--- config.mk ---
export PLATFORM = sky130hd
export DESIGN_NAME = load_cell_tare_scale_average
export DESIGN_NICKNAME = d
export VERILOG_FILES = /design/src/rtl/lctsa_pkg.sv /design/src/rtl/load_cell_tare_scale_average.sv /design/src/rtl/lctsa_div.sv /design/src/rtl/lctsa_datapath.sv /design/src/rtl/lctsa_ctrl.sv
export SDC_FILE = /design/constraint.sdc
export NUM_CORES = 1
export LEC_CHECK = 0
export BUFFER_PORTS_ARGS = -buffer_cell sky130_fd_sc_hd__buf_4
export CORE_MARGIN = 1.5
export CORE_UTILIZATION = 70
export CTS_BUF_LIST = sky130_fd_sc_hd__clkbuf_8
export CTS_CLUSTER_DIAMETER = 80
export CTS_CLUSTER_SIZE = 30
export DETAILED_ROUTE_END_ITERATION = 7
export PLACE_DENSITY = 0.93
export SYNTH_ARGS = -nofsm -noshare
export SYNTH_HDL_FRONTEND = slang
export SYNTH_SLANG_ARGS = --single-unit
--- constraint.sdc ---
create_clock -name clk -period 9.85 [get_ports clk]
set_input_delay 0.985 -clock clk [delete_from_list [all_inputs] [get_ports clk]]
set_output_delay 0.985 -clock clk [all_outputs]
set_load 0.05 [all_outputs]
--- src/rtl/lctsa_pkg.sv ---
`timescale 1ns / 1ps

package lctsa_pkg;

	localparam int WINDOW_DEPTH_DEF     = 5;
	localparam int FACTOR_FRAC_BITS_DEF = 8;
	// twice the startup factor of 407.5 counts per gram
	localparam int FALLBACK_X2          = 815;

	localparam int SAMPLE_W  = 24;
	localparam int DELTA_W   = 25;
	localparam int WEIGHT_W  = 32;
	localparam int FACTOR_W  = 31;
	localparam int DIVISOR_W = 33;

	typedef enum logic [1:0] {
		OP_SAMPLE = 2'd0,
		OP_TARE   = 2'd1,
		OP_CAL    = 2'd2
	} op_t;

	typedef enum logic [1:0] {
		DIV_SAMPLE = 2'd0,
		DIV_CAL    = 2'd1,
		DIV_MEAN   = 2'd2
	} div_sel_t;

	typedef struct packed {
		logic     load_in;
		logic     set_pending;
		logic     tare;
		logic     prep;
		logic     div_start;
		div_sel_t div_sel;
		logic     sat;
		logic     push;
		logic     mean;
		logic     cal;
		logic     out_load;
	} lctsa_cmd_t;

	typedef struct packed {
		op_t  op;
		logic tare_pending;
		logic known_zero;
		logic div_done;
		logic out_free;
	} lctsa_status_t;

endpackage

--- src/rtl/load_cell_tare_scale_average.sv ---
`timescale 1ns / 1ps
// From input transaction to result: a tare request or unused code goes straight from dispatch
// to the output, a tare capture passes the tare state, calibrate runs one divide and sample
// runs two (scale, then window mean). One item is in flight at a time.
// Rate is set by the shared serial divider: one quotient bit per cycle; a stalled output also holds it.
// Reset (arst_n low, asynchronous) clears offset, window and mean, arms tare and
// loads 407.5 counts per gram; the window memory itself is not cleared.

module load_cell_tare_scale_average import lctsa_pkg::*; #(
	parameter int WINDOW_DEPTH     = WINDOW_DEPTH_DEF,
	parameter int FACTOR_FRAC_BITS = FACTOR_FRAC_BITS_DEF
) (
	input  logic                clk,
	input  logic                arst_n,
	input  logic                cfg_wr_en,
	input  logic [FACTOR_W-1:0] cfg_wr_data,
	input  logic                s_axis_tvalid,
	output logic                s_axis_tready,
	input  logic [47:0]         s_axis_tdata,  // raw_sample[23:0], known_weight[47:24]
	input  logic [1:0]          s_axis_tuser,  // operation[1:0]
	output logic                m_axis_tvalid,
	input  logic                m_axis_tready,
	output logic [63:0]         m_axis_tdata,  // weight_grams[31:0], raw_delta[56:32], zeros
	output logic [0:0]          m_axis_tuser   // tare_done[0]
);

	lctsa_cmd_t          cmd;
	lctsa_status_t       status;
	logic [WEIGHT_W-1:0] out_weight;
	logic [DELTA_W-1:0]  out_delta;
	logic                out_tare_done;

	lctsa_ctrl u_ctrl (
		.clk     (clk),
		.arst_n  (arst_n),
		.in_valid(s_axis_tvalid),
		.in_ready(s_axis_tready),
		.status  (status),
		.cmd     (cmd)
	);

	lctsa_datapath #(
		.WINDOW_DEPTH    (WINDOW_DEPTH),
		.FACTOR_FRAC_BITS(FACTOR_FRAC_BITS)
	) u_datapath (
		.clk          (clk),
		.arst_n       (arst_n),
		.cfg_wr_en    (cfg_wr_en),
		.cfg_wr_data  (cfg_wr_data),
		.in_op        (op_t'(s_axis_tuser)),
		.in_raw       (s_axis_tdata[SAMPLE_W-1:0]),
		.in_known     (s_axis_tdata[2*SAMPLE_W-1:SAMPLE_W]),
		.cmd          (cmd),
		.status       (status),
		.out_valid    (m_axis_tvalid),
		.out_ready    (m_axis_tready),
		.out_weight   (out_weight),
		.out_delta    (out_delta),
		.out_tare_done(out_tare_done)
	);

	assign m_axis_tdata = {{(64-WEIGHT_W-DELTA_W){1'b0}}, out_delta, out_weight};
	assign m_axis_tuser = out_tare_done;

endmodule

--- src/rtl/lctsa_div.sv ---
`timescale 1ns / 1ps

module lctsa_div #(
	parameter int NUM_W = 35,
	parameter int DEN_W = 33
) (
	input  logic             clk,
	input  logic             arst_n,
	input  logic             start,
	input  logic [NUM_W-1:0] dividend,
	input  logic [DEN_W-1:0] divisor,
	output logic             done,
	output logic [NUM_W-1:0] quotient
);

	localparam int CNT_W = $clog2(NUM_W + 1);

	logic             busy_q;
	logic             done_q;
	logic [CNT_W-1:0] cnt_q;
	logic [DEN_W-1:0] rem_q;
	logic [DEN_W-1:0] den_q;
	logic [NUM_W-1:0] quo_q;

	logic [DEN_W:0] trial_c;
	logic [DEN_W:0] diff_c;
	logic           fits_c;

	assign trial_c = {rem_q, quo_q[NUM_W-1]};
	assign diff_c  = trial_c - {1'b0, den_q};
	assign fits_c  = trial_c >= {1'b0, den_q};

	always_ff @(posedge clk or negedge arst_n) begin
		if (!arst_n) begin
			busy_q <= 1'b0;
			done_q <= 1'b0;
			cnt_q  <= '0;
		end else begin
			done_q <= 1'b0;
			if (start) begin
				busy_q <= 1'b1;
				cnt_q  <= CNT_W'(NUM_W);
			end else if (busy_q) begin
				cnt_q <= cnt_q - 1'b1;
				if (cnt_q == CNT_W'(1)) begin
					busy_q <= 1'b0;
					done_q <= 1'b1;
				end
			end
		end
	end

	always_ff @(posedge clk) begin
		if (start) begin
			rem_q <= '0;
			den_q <= divisor;
			quo_q <= dividend;
		end else if (busy_q) begin
			rem_q <= fits_c ? diff_c[DEN_W-1:0] : trial_c[DEN_W-1:0];
			quo_q <= {quo_q[NUM_W-2:0], fits_c};
		end
	end

	assign done     = done_q;
	assign quotient = quo_q;

	a_start_idle: assert property (@(posedge clk) disable iff (!arst_n)
		start |-> !busy_q)
		else $error("divider restarted while busy");

endmodule

--- src/rtl/lctsa_datapath.sv ---
`timescale 1ns / 1ps

module lctsa_datapath import lctsa_pkg::*; #(
	parameter int WINDOW_DEPTH     = WINDOW_DEPTH_DEF,
	parameter int FACTOR_FRAC_BITS = FACTOR_FRAC_BITS_DEF
) (
	input  logic                       clk,
	input  logic                       arst_n,
	input  logic                       cfg_wr_en,
	input  logic [FACTOR_W-1:0]        cfg_wr_data,
	input  op_t                        in_op,
	input  logic signed [SAMPLE_W-1:0] in_raw,
	input  logic signed [SAMPLE_W-1:0] in_known,
	input  lctsa_cmd_t                 cmd,
	output lctsa_status_t              status,
	output logic                       out_valid,
	input  logic                       out_ready,
	output logic [WEIGHT_W-1:0]        out_weight,
	output logic [DELTA_W-1:0]         out_delta,
	output logic                       out_tare_done
);

	localparam int CNT_W      = $clog2(WINDOW_DEPTH + 1);
	localparam int SLOT_W     = (WINDOW_DEPTH > 1) ? $clog2(WINDOW_DEPTH) : 1;
	localparam int SUM_W      = WEIGHT_W + $clog2(WINDOW_DEPTH);
	localparam int SCALED_W   = SAMPLE_W + FACTOR_FRAC_BITS;
	localparam int DIV_A      = (SCALED_W + 2 > DIVISOR_W) ? SCALED_W + 2 : DIVISOR_W;
	localparam int DIVIDEND_W = (DIV_A > SUM_W) ? DIV_A : SUM_W;
	localparam logic [WEIGHT_W-1:0] FALLBACK =
		WEIGHT_W'((FALLBACK_X2 * (2 ** FACTOR_FRAC_BITS)) / 2);
	localparam logic [CNT_W-1:0]  DEPTH_C   = CNT_W'(WINDOW_DEPTH);
	localparam logic [SLOT_W-1:0] LAST_SLOT = SLOT_W'(WINDOW_DEPTH - 1);
	localparam logic signed [WEIGHT_W-1:0] INT_MAX = {1'b0, {(WEIGHT_W-1){1'b1}}};
	localparam logic signed [WEIGHT_W-1:0] INT_MIN = {1'b1, {(WEIGHT_W-1){1'b0}}};

	// item registers
	op_t                        op_q;
	logic signed [SAMPLE_W-1:0] raw_q;
	logic signed [SAMPLE_W-1:0] known_q;

	// block state
	logic signed [SAMPLE_W-1:0] zero_offset_q;
	logic signed [SAMPLE_W-1:0] last_raw_q;
	logic                       pending_q;
	logic signed [WEIGHT_W-1:0] cpg_q;
	logic signed [SUM_W-1:0]    sum_q;
	logic [CNT_W-1:0]           count_q;
	logic [SLOT_W-1:0]          slot_q;
	logic signed [WEIGHT_W-1:0] mean_q;

	// working registers
	logic [SAMPLE_W-1:0]        delta_mag_q;
	logic                       delta_neg_q;
	logic [WEIGHT_W-1:0]        cpg_mag_q;
	logic                       neg_q;
	logic signed [WEIGHT_W-1:0] w_q;
	logic signed [SUM_W-1:0]    base_q;
	logic signed [WEIGHT_W-1:0] rd_q;
	logic signed [WEIGHT_W-1:0] window_mem [WINDOW_DEPTH];

	logic                       out_valid_q;
	logic [WEIGHT_W-1:0]        out_weight_q;
	logic [DELTA_W-1:0]         out_delta_q;
	logic                       out_tare_done_q;

	logic signed [SAMPLE_W-1:0] src_c;
	logic signed [DELTA_W-1:0]  delta_c;
	logic [DELTA_W-1:0]         delta_abs_c;
	logic [WEIGHT_W-1:0]        cpg_abs_c;
	logic [SAMPLE_W-1:0]        known_mag_c;
	logic [SUM_W-1:0]           sum_mag_c;
	logic [SCALED_W-1:0]        scaled_c;
	logic [DIVIDEND_W-1:0]      dividend_c;
	logic [DIVISOR_W-1:0]       divisor_c;
	logic                       sign_c;
	logic                       div_done;
	logic [DIVIDEND_W-1:0]      div_q;
	logic [WEIGHT_W-1:0]        q_lo_c;
	logic                       pos_ovf_c;
	logic                       neg_ovf_c;
	logic signed [WEIGHT_W-1:0] sat_c;
	logic signed [WEIGHT_W-1:0] mean_c;
	logic                       q_nonzero_c;
	logic                       full_c;
	logic signed [SUM_W-1:0]    evict_c;
	logic signed [DELTA_W-1:0]  cur_delta_c;

	assign src_c       = (op_q == OP_CAL) ? last_raw_q : raw_q;
	assign delta_c     = DELTA_W'(src_c) - DELTA_W'(zero_offset_q);
	assign delta_abs_c = delta_c[DELTA_W-1] ? -delta_c : delta_c;
	assign cpg_abs_c   = cpg_q[WEIGHT_W-1] ? -cpg_q : cpg_q;
	assign known_mag_c = known_q[SAMPLE_W-1] ? -known_q : known_q;
	assign sum_mag_c   = sum_q[SUM_W-1] ? -sum_q : sum_q;
	assign scaled_c    = SCALED_W'(delta_mag_q) << FACTOR_FRAC_BITS;

	// sample: round half away via (2n + d) / 2d
	always_comb begin
		unique case (cmd.div_sel)
			DIV_SAMPLE: begin
				dividend_c = (DIVIDEND_W'(scaled_c) << 1) + DIVIDEND_W'(cpg_mag_q);
				divisor_c  = {cpg_mag_q, 1'b0};
				sign_c     = delta_neg_q ^ cpg_q[WEIGHT_W-1];
			end
			DIV_CAL: begin
				dividend_c = DIVIDEND_W'(scaled_c);
				divisor_c  = DIVISOR_W'(known_mag_c);
				sign_c     = delta_neg_q ^ known_q[SAMPLE_W-1];
			end
			DIV_MEAN: begin
				dividend_c = DIVIDEND_W'(sum_mag_c);
				divisor_c  = DIVISOR_W'(count_q);
				sign_c     = sum_q[SUM_W-1];
			end
			default: begin
				dividend_c = '0;
				divisor_c  = '0;
				sign_c     = 1'b0;
			end
		endcase
	end

	lctsa_div #(
		.NUM_W(DIVIDEND_W),
		.DEN_W(DIVISOR_W)
	) u_div (
		.clk     (clk),
		.arst_n  (arst_n),
		.start   (cmd.div_start),
		.dividend(dividend_c),
		.divisor (divisor_c),
		.done    (div_done),
		.quotient(div_q)
	);

	assign q_lo_c      = div_q[WEIGHT_W-1:0];
	assign pos_ovf_c   = |div_q[DIVIDEND_W-1:WEIGHT_W-1];
	assign neg_ovf_c   = (|div_q[DIVIDEND_W-1:WEIGHT_W]) |
		(div_q[WEIGHT_W-1] & (|div_q[WEIGHT_W-2:0]));
	assign sat_c       = neg_q ? (neg_ovf_c ? INT_MIN : -q_lo_c)
		: (pos_ovf_c ? INT_MAX : q_lo_c);
	assign mean_c      = neg_q ? -q_lo_c : q_lo_c;
	assign q_nonzero_c = |div_q;
	assign full_c      = count_q == DEPTH_C;
	assign evict_c     = full_c ? SUM_W'(rd_q) : '0;
	assign cur_delta_c = DELTA_W'(last_raw_q) - DELTA_W'(zero_offset_q);

	always_ff @(posedge clk or negedge arst_n) begin
		if (!arst_n) begin
			zero_offset_q <= '0;
			last_raw_q    <= '0;
			pending_q     <= 1'b1;
			cpg_q         <= FALLBACK;
			sum_q         <= '0;
			count_q       <= '0;
			slot_q        <= '0;
			mean_q        <= '0;
		end else begin
			if (cfg_wr_en) begin
				cpg_q <= (cfg_wr_data == '0) ? FALLBACK : {1'b0, cfg_wr_data};
			end
			if (cmd.set_pending) begin
				pending_q <= 1'b1;
			end
			if (cmd.tare) begin
				zero_offset_q <= raw_q;
				last_raw_q    <= raw_q;
				pending_q     <= 1'b0;
				mean_q        <= '0;
				sum_q         <= '0;
				count_q       <= '0;
				slot_q        <= '0;
			end
			if (cmd.push) begin
				last_raw_q <= raw_q;
				sum_q      <= base_q + SUM_W'(w_q);
				if (!full_c) begin
					count_q <= count_q + 1'b1;
				end
				slot_q <= (slot_q == LAST_SLOT) ? '0 : slot_q + 1'b1;
			end
			if (cmd.mean) begin
				mean_q <= mean_c;
			end
			if (cmd.cal && q_nonzero_c) begin
				cpg_q   <= sat_c;
				mean_q  <= WEIGHT_W'(known_q);
				sum_q   <= '0;
				count_q <= '0;
				slot_q  <= '0;
			end
		end
	end

	always_ff @(posedge clk) begin
		if (cmd.load_in) begin
			op_q    <= in_op;
			raw_q   <= in_raw;
			known_q <= in_known;
		end
		if (cmd.prep) begin
			delta_mag_q <= delta_abs_c[SAMPLE_W-1:0];
			delta_neg_q <= delta_c[DELTA_W-1];
			cpg_mag_q   <= cpg_abs_c;
		end
		if (cmd.div_start) begin
			neg_q <= sign_c;
		end
		if (cmd.sat) begin
			w_q    <= sat_c;
			base_q <= sum_q - evict_c;
		end
	end

	always_ff @(posedge clk) begin
		if (cmd.push) begin
			window_mem[slot_q] <= w_q;
		end
		rd_q <= window_mem[slot_q];
	end

	always_ff @(posedge clk or negedge arst_n) begin
		if (!arst_n) begin
			out_valid_q <= 1'b0;
		end else if (cmd.out_load) begin
			out_valid_q <= 1'b1;
		end else if (out_ready) begin
			out_valid_q <= 1'b0;
		end
	end

	always_ff @(posedge clk) begin
		if (cmd.out_load) begin
			out_weight_q    <= mean_q;
			out_delta_q     <= cur_delta_c;
			out_tare_done_q <= !pending_q;
		end
	end

	assign status.op           = op_q;
	assign status.tare_pending = pending_q;
	assign status.known_zero   = known_q == '0;
	assign status.div_done     = div_done;
	assign status.out_free     = !out_valid_q || out_ready;

	assign out_valid     = out_valid_q;
	assign out_weight    = out_weight_q;
	assign out_delta     = out_delta_q;
	assign out_tare_done = out_tare_done_q;

	a_no_overwrite: assert property (@(posedge clk) disable iff (!arst_n)
		cmd.out_load |-> (!out_valid_q || out_ready))
		else $error("result overwritten before transaction");

	a_count_bound: assert property (@(posedge clk) disable iff (!arst_n)
		count_q <= DEPTH_C)
		else $error("window count past depth");

	a_slot_follows_count: assert property (@(posedge clk) disable iff (!arst_n)
		!full_c |-> (count_q == CNT_W'(slot_q)))
		else $error("write slot out of step with fill count");

endmodule

--- src/rtl/lctsa_ctrl.sv ---
`timescale 1ns / 1ps

module lctsa_ctrl import lctsa_pkg::*; (
	input  logic          clk,
	input  logic          arst_n,
	input  logic          in_valid,
	output logic          in_ready,
	input  lctsa_status_t status,
	output lctsa_cmd_t    cmd
);

	typedef enum logic [12:0] {
		S_IDLE     = 13'b0000000000001,
		S_DISPATCH = 13'b0000000000010,
		S_TARE     = 13'b0000000000100,
		S_PREP     = 13'b0000000001000,
		S_DSTART   = 13'b0000000010000,
		S_DWAIT    = 13'b0000000100000,
		S_SAT      = 13'b0000001000000,
		S_PUSH     = 13'b0000010000000,
		S_MSTART   = 13'b0000100000000,
		S_MWAIT    = 13'b0001000000000,
		S_MEAN     = 13'b0010000000000,
		S_CAL      = 13'b0100000000000,
		S_OUT      = 13'b1000000000000
	} state_t;

	state_t state_q;
	state_t state_d;

	always_ff @(posedge clk or negedge arst_n) begin
		if (!arst_n) begin
			state_q <= S_IDLE;
		end else begin
			state_q <= state_d;
		end
	end

	always_comb begin
		state_d     = state_q;
		cmd         = '0;
		cmd.div_sel = DIV_SAMPLE;
		unique case (state_q)
			S_IDLE: begin
				if (in_valid) begin
					cmd.load_in = 1'b1;
					state_d     = S_DISPATCH;
				end
			end
			S_DISPATCH: begin
				unique case (status.op)
					OP_SAMPLE: state_d = status.tare_pending ? S_TARE : S_PREP;
					OP_TARE: begin
						cmd.set_pending = 1'b1;
						state_d         = S_OUT;
					end
					OP_CAL:  state_d = status.known_zero ? S_OUT : S_PREP;
					default: state_d = S_OUT;
				endcase
			end
			S_TARE: begin
				cmd.tare = 1'b1;
				state_d  = S_OUT;
			end
			S_PREP: begin
				cmd.prep = 1'b1;
				state_d  = S_DSTART;
			end
			S_DSTART: begin
				cmd.div_start = 1'b1;
				cmd.div_sel   = (status.op == OP_CAL) ? DIV_CAL : DIV_SAMPLE;
				state_d       = S_DWAIT;
			end
			S_DWAIT: begin
				if (status.div_done) begin
					state_d = (status.op == OP_CAL) ? S_CAL : S_SAT;
				end
			end
			S_SAT: begin
				cmd.sat = 1'b1;
				state_d = S_PUSH;
			end
			S_PUSH: begin
				cmd.push = 1'b1;
				state_d  = S_MSTART;
			end
			S_MSTART: begin
				cmd.div_start = 1'b1;
				cmd.div_sel   = DIV_MEAN;
				state_d       = S_MWAIT;
			end
			S_MWAIT: begin
				if (status.div_done) begin
					state_d = S_MEAN;
				end
			end
			S_MEAN: begin
				cmd.mean = 1'b1;
				state_d  = S_OUT;
			end
			S_CAL: begin
				cmd.cal = 1'b1;
				state_d = S_OUT;
			end
			S_OUT: begin
				if (status.out_free) begin
					cmd.out_load = 1'b1;
					state_d      = S_IDLE;
				end
			end
			default: state_d = S_IDLE;
		endcase
	end

	assign in_ready = state_q == S_IDLE;

endmodule
==> results.json <==
{
  "powerDensity_nw_per_um2": 114,
  "cts_max_level": 2,
  "finalHoldViolations": 0,
  "maxSlewViolCount": 0,
  "cp.required_ns": 10.32,
  "cp-start-kind": "register",
  "cts-root-buf": "clkbuf_8",
  "critPathMaxFanout": 38,
  "cts_inserted_buffers": 34,
  "syn_inst": 3607,
  "grt_pass1_vias": 27900,
  "drtAntennaViolNets": 0,
  "synth_largest_area_cell": "edfxtp_1",
  "yosysWarningCount": 0,
  "rr_worst_depth": 16,
  "postCtsHoldBufs": 0,
  "timing.rr.end": "u_datapath.delta_mag_q[23]",
  "setup_viol": 0,
  "rsz0062_at_grt": "no",
  "path_clk_slew_ns": 0.16,
  "nets": 3966,
  "max_slew_margin_pct": 20.8,
  "dpl-instance-area_sq_um": 39500,
  "die_area_sq_um": 55300,
  "synthArstFlopShare_pct": 25.1,
  "tns_ns": 0,
  "grt_max_degree": 102,
  "sw_frac_of_total_pct": 22.4,
  "cts_setup_buffers": 0,
  "cts_max_path_buffers": 3,
  "pwr-share-seq_pct": 68.4,
  "worst_pin_slew_ns": 1.19,
  "areaGrowthSynthToFinish_pct": 6.58,
  "skew_ns": 0.0580,
  "synthFlopType": "edfxtp_1",
  "avgRoutedWirePerCell_um": 21.9,
  "seq_area_frac_synth_pct": 51.8,
  "arrival_ns": 5.61,
  "cts_tree": "built",
  "period_share_pct": 52.1,
  "p_clk_share_pct": 29.5,
  "insertion_delay_ns": 0.70,
  "overflow": 0,
  "grt_first_pass_wirelength_um": 151000,
  "io_buffers": 145,
  "dpl.hpwl_um": 70000,
  "synth.distinct_cells": 94,
  "ir_drop_mv": 0.124,
  "p_int_mw": 3.57,
  "crit_type": "reg -> reg",
  "min_path_type": "in -> async",
  "synth.top_cells.by_count": "461 x edfxtp_1, 435 x nand2_1, 307 x o21ai_0",
  "drt_iter0_drc": 3475,
  "comb_power_share_pct": 2.1,
  "firstDrtPassIters": 8,
  "synth_top_area_share_pct": 36.7,
  "drc_errors": 0,
  "rows": 84,
  "synth_area_leaders": "edfxtp_1 37%, dfrtp_1 11%, ha_1 6.1%",
  "clock-sinks": 702,
  "grtUsageTotal_pct": 34.5,
  "gp_congestion": 1.01,
  "final_cell_area_sq_um": 40200,
  "boundaryPins": 153,
  "p_sw_mw": 1.03,
  "final_layout_size_suffix_gt1_share_pct": 9.42,
  "vias_per_cell": 6.66,
  "postRouteWirelength_um": 96700,
  "dieWidth_um": 235,
  "fin_crit_ns": 5.14,
  "max_freq_ghz": 0.195,
  "start_util_pct": 71.2,
  "syn_area_per_cell_sq_um": 10.5,
  "p_leak_nw": 16.1,
  "antenna_found_initial": 3,
  "vias": 29300,
  "worst_setup_path_end_kind": "register",
  "core_region_area_sq_um": 53000,
  "r2r_setup_slack_ns": 4.71,
  "synth_seq_cells": 702,
  "cts_resized": 0,
  "synth_edf_count": 461,
  "status": "finished clean",
  "maxCapViolCount": 0,
  "yosysMostFrequentCell": "edfxtp_1",
  "synth_area_sq_um": 37700,
  "r2r_start": "u_datapath.op_q[0]",
  "dieHeight_um": 235
}
cell type report:
class                   count  area, sq um
diodes                      1         2.50
clock buffers              37          509
clock inverters            25          234
fillers                  3396        12800
inverters                 148          556
multi-input cells        2619        17100
flip-flops and latches    702        19600
well taps                 688          861
repair buffers            186         1400
worst max-delay path, cell delays in order (launching register included):
cell and delay, ns:
edfxtp_1 0.45, nand2b_1 0.13, buf_4 0.43, mux2i_1 0.25, ha_1 0.20, inv_1 0.06, fa_1 0.42, a211oi_1 0.42
o21ai_0 0.27, a21boi_1 0.39, o21ai_0 0.23, a211oi_1 0.24, a311oi_1 0.11, nor4b_1 0.66, nand4_1 0.22, a22o_1 0.29
xor2_1 0.13
routing by layer:
layer	vias to the layer above	global-route usage [%]	wire length [um]
met5	-	0	26
met4	4	19.3	6120
li1	13300	-	-
met3	375	6.43	9050
met2	1689	55.2	44900
met1	14000	44.7	36600
cells by family (layout without fill, tap and decap cells):
kind of cell    count (synthesis)  count (layout)  synth area share [%]
simple gates                 1053            1053                  13.2
flops                         702             702                  51.8
buf+inv                       292             396                  3.13
mux                            84              84                  2.35
other cells                     1               8               0.00994
xor+xnor                      279             279                  6.48
fa+ha+maj                     189             189                  6.39
compound gates               1007            1007                  16.6
state kept, by name (all words and copies together) (netlist names), 25 cells and up:
| signal | count |
|---|---|
| u_datapath.sum_q | 35 |
| u_datapath.cpg_mag_q | 32 |
| u_datapath.u_div.den_q | 33 |
| u_datapath.u_div.rem_q | 33 |
| u_datapath.cpg_q | 32 |
| u_datapath.mean_q | 32 |
| u_datapath.u_div.quotient | 35 |
| u_datapath.w_q | 32 |
| u_datapath.rd_q | 32 |
| u_datapath.window_mem | 160 |
| u_datapath.out_weight | 32 |
| u_datapath.base_q | 35 |
| u_datapath.out_delta | 25 |
placed cells by master, fill, tap and decap left out, drive strengths merged, types with 13 or more instances in the layout:
master / count
dfrtp: 167
a31oi: 24
o21a: 29
or3: 45
inv: 167
nand2: 436
and2: 17
dfxtp: 65
ha: 183
xnor2: 158
mux2i: 55
a21oi: 281
o41ai: 13
nand4: 15
clkbuf: 38
o31ai: 39
nand2b: 37
or4: 18
o21bai: 13
nand3: 56
nor4: 23
a221oi: 37
a21o: 105
a22oi: 44
nor2b: 38
and3: 31
edfxtp: 461
o21ai: 310
buf: 185
xor2: 121
nor3: 48
mux2: 28
nor2: 233
or2: 15
a211oi: 20
metrics by stage:
| step | setup WS [ns] | std cells | utilization [%] | power (mW) | hold WS [ns] |
|---|---|---|---|---|---|
| after floorplan | 3.61 | 3613 | - | 3.24 | 0.425 |
| after global placement | 5.04 | 4343 | 74.5 | 3.30 | 0.430 |
| after detailed placement | 4.84 | 4343 | 74.5 | 3.30 | 0.433 |
| after CTS | 4.80 | 4405 | 75.9 | 4.60 | 0.415 |
| after global routing | 4.36 | 4405 | 75.9 | 4.71 | 0.417 |
| final | 4.71 | 4406 | 75.9 | 4.60 | 0.382 |
power groups by stage:
stage | sequential, mW | clock, mW | combinational (mW)
floorplan | 3.20 | 0 | 0.0406
global placement | 3.20 | 0 | 0.0951
detailed placement | 3.21 | 0 | 0.0973
CTS | 3.14 | 1.36 | 0.0977
global route | 3.15 | 1.46 | 0.106
finish | 3.14 | 1.36 | 0.0987
how the worst max path moves through the flow:
stage                     slack, ns                    endpoint  cells past startpoint               start
after floorplan                3.61     u_datapath.cpg_mag_q[0]                      5   u_ctrl.state_q[2]
after global placement         5.04  u_datapath.delta_mag_q[23]                     16  u_datapath.op_q[0]
after detailed placement       4.84  u_datapath.delta_mag_q[23]                     16  u_datapath.op_q[0]
after CTS                      4.80  u_datapath.delta_mag_q[23]                     16  u_datapath.op_q[0]
after global routing           4.36  u_datapath.delta_mag_q[23]                     16  u_datapath.op_q[1]
final                          4.71  u_datapath.delta_mag_q[23]                     16  u_datapath.op_q[0]
Note: power is estimated with default switching activity, not from simulation.
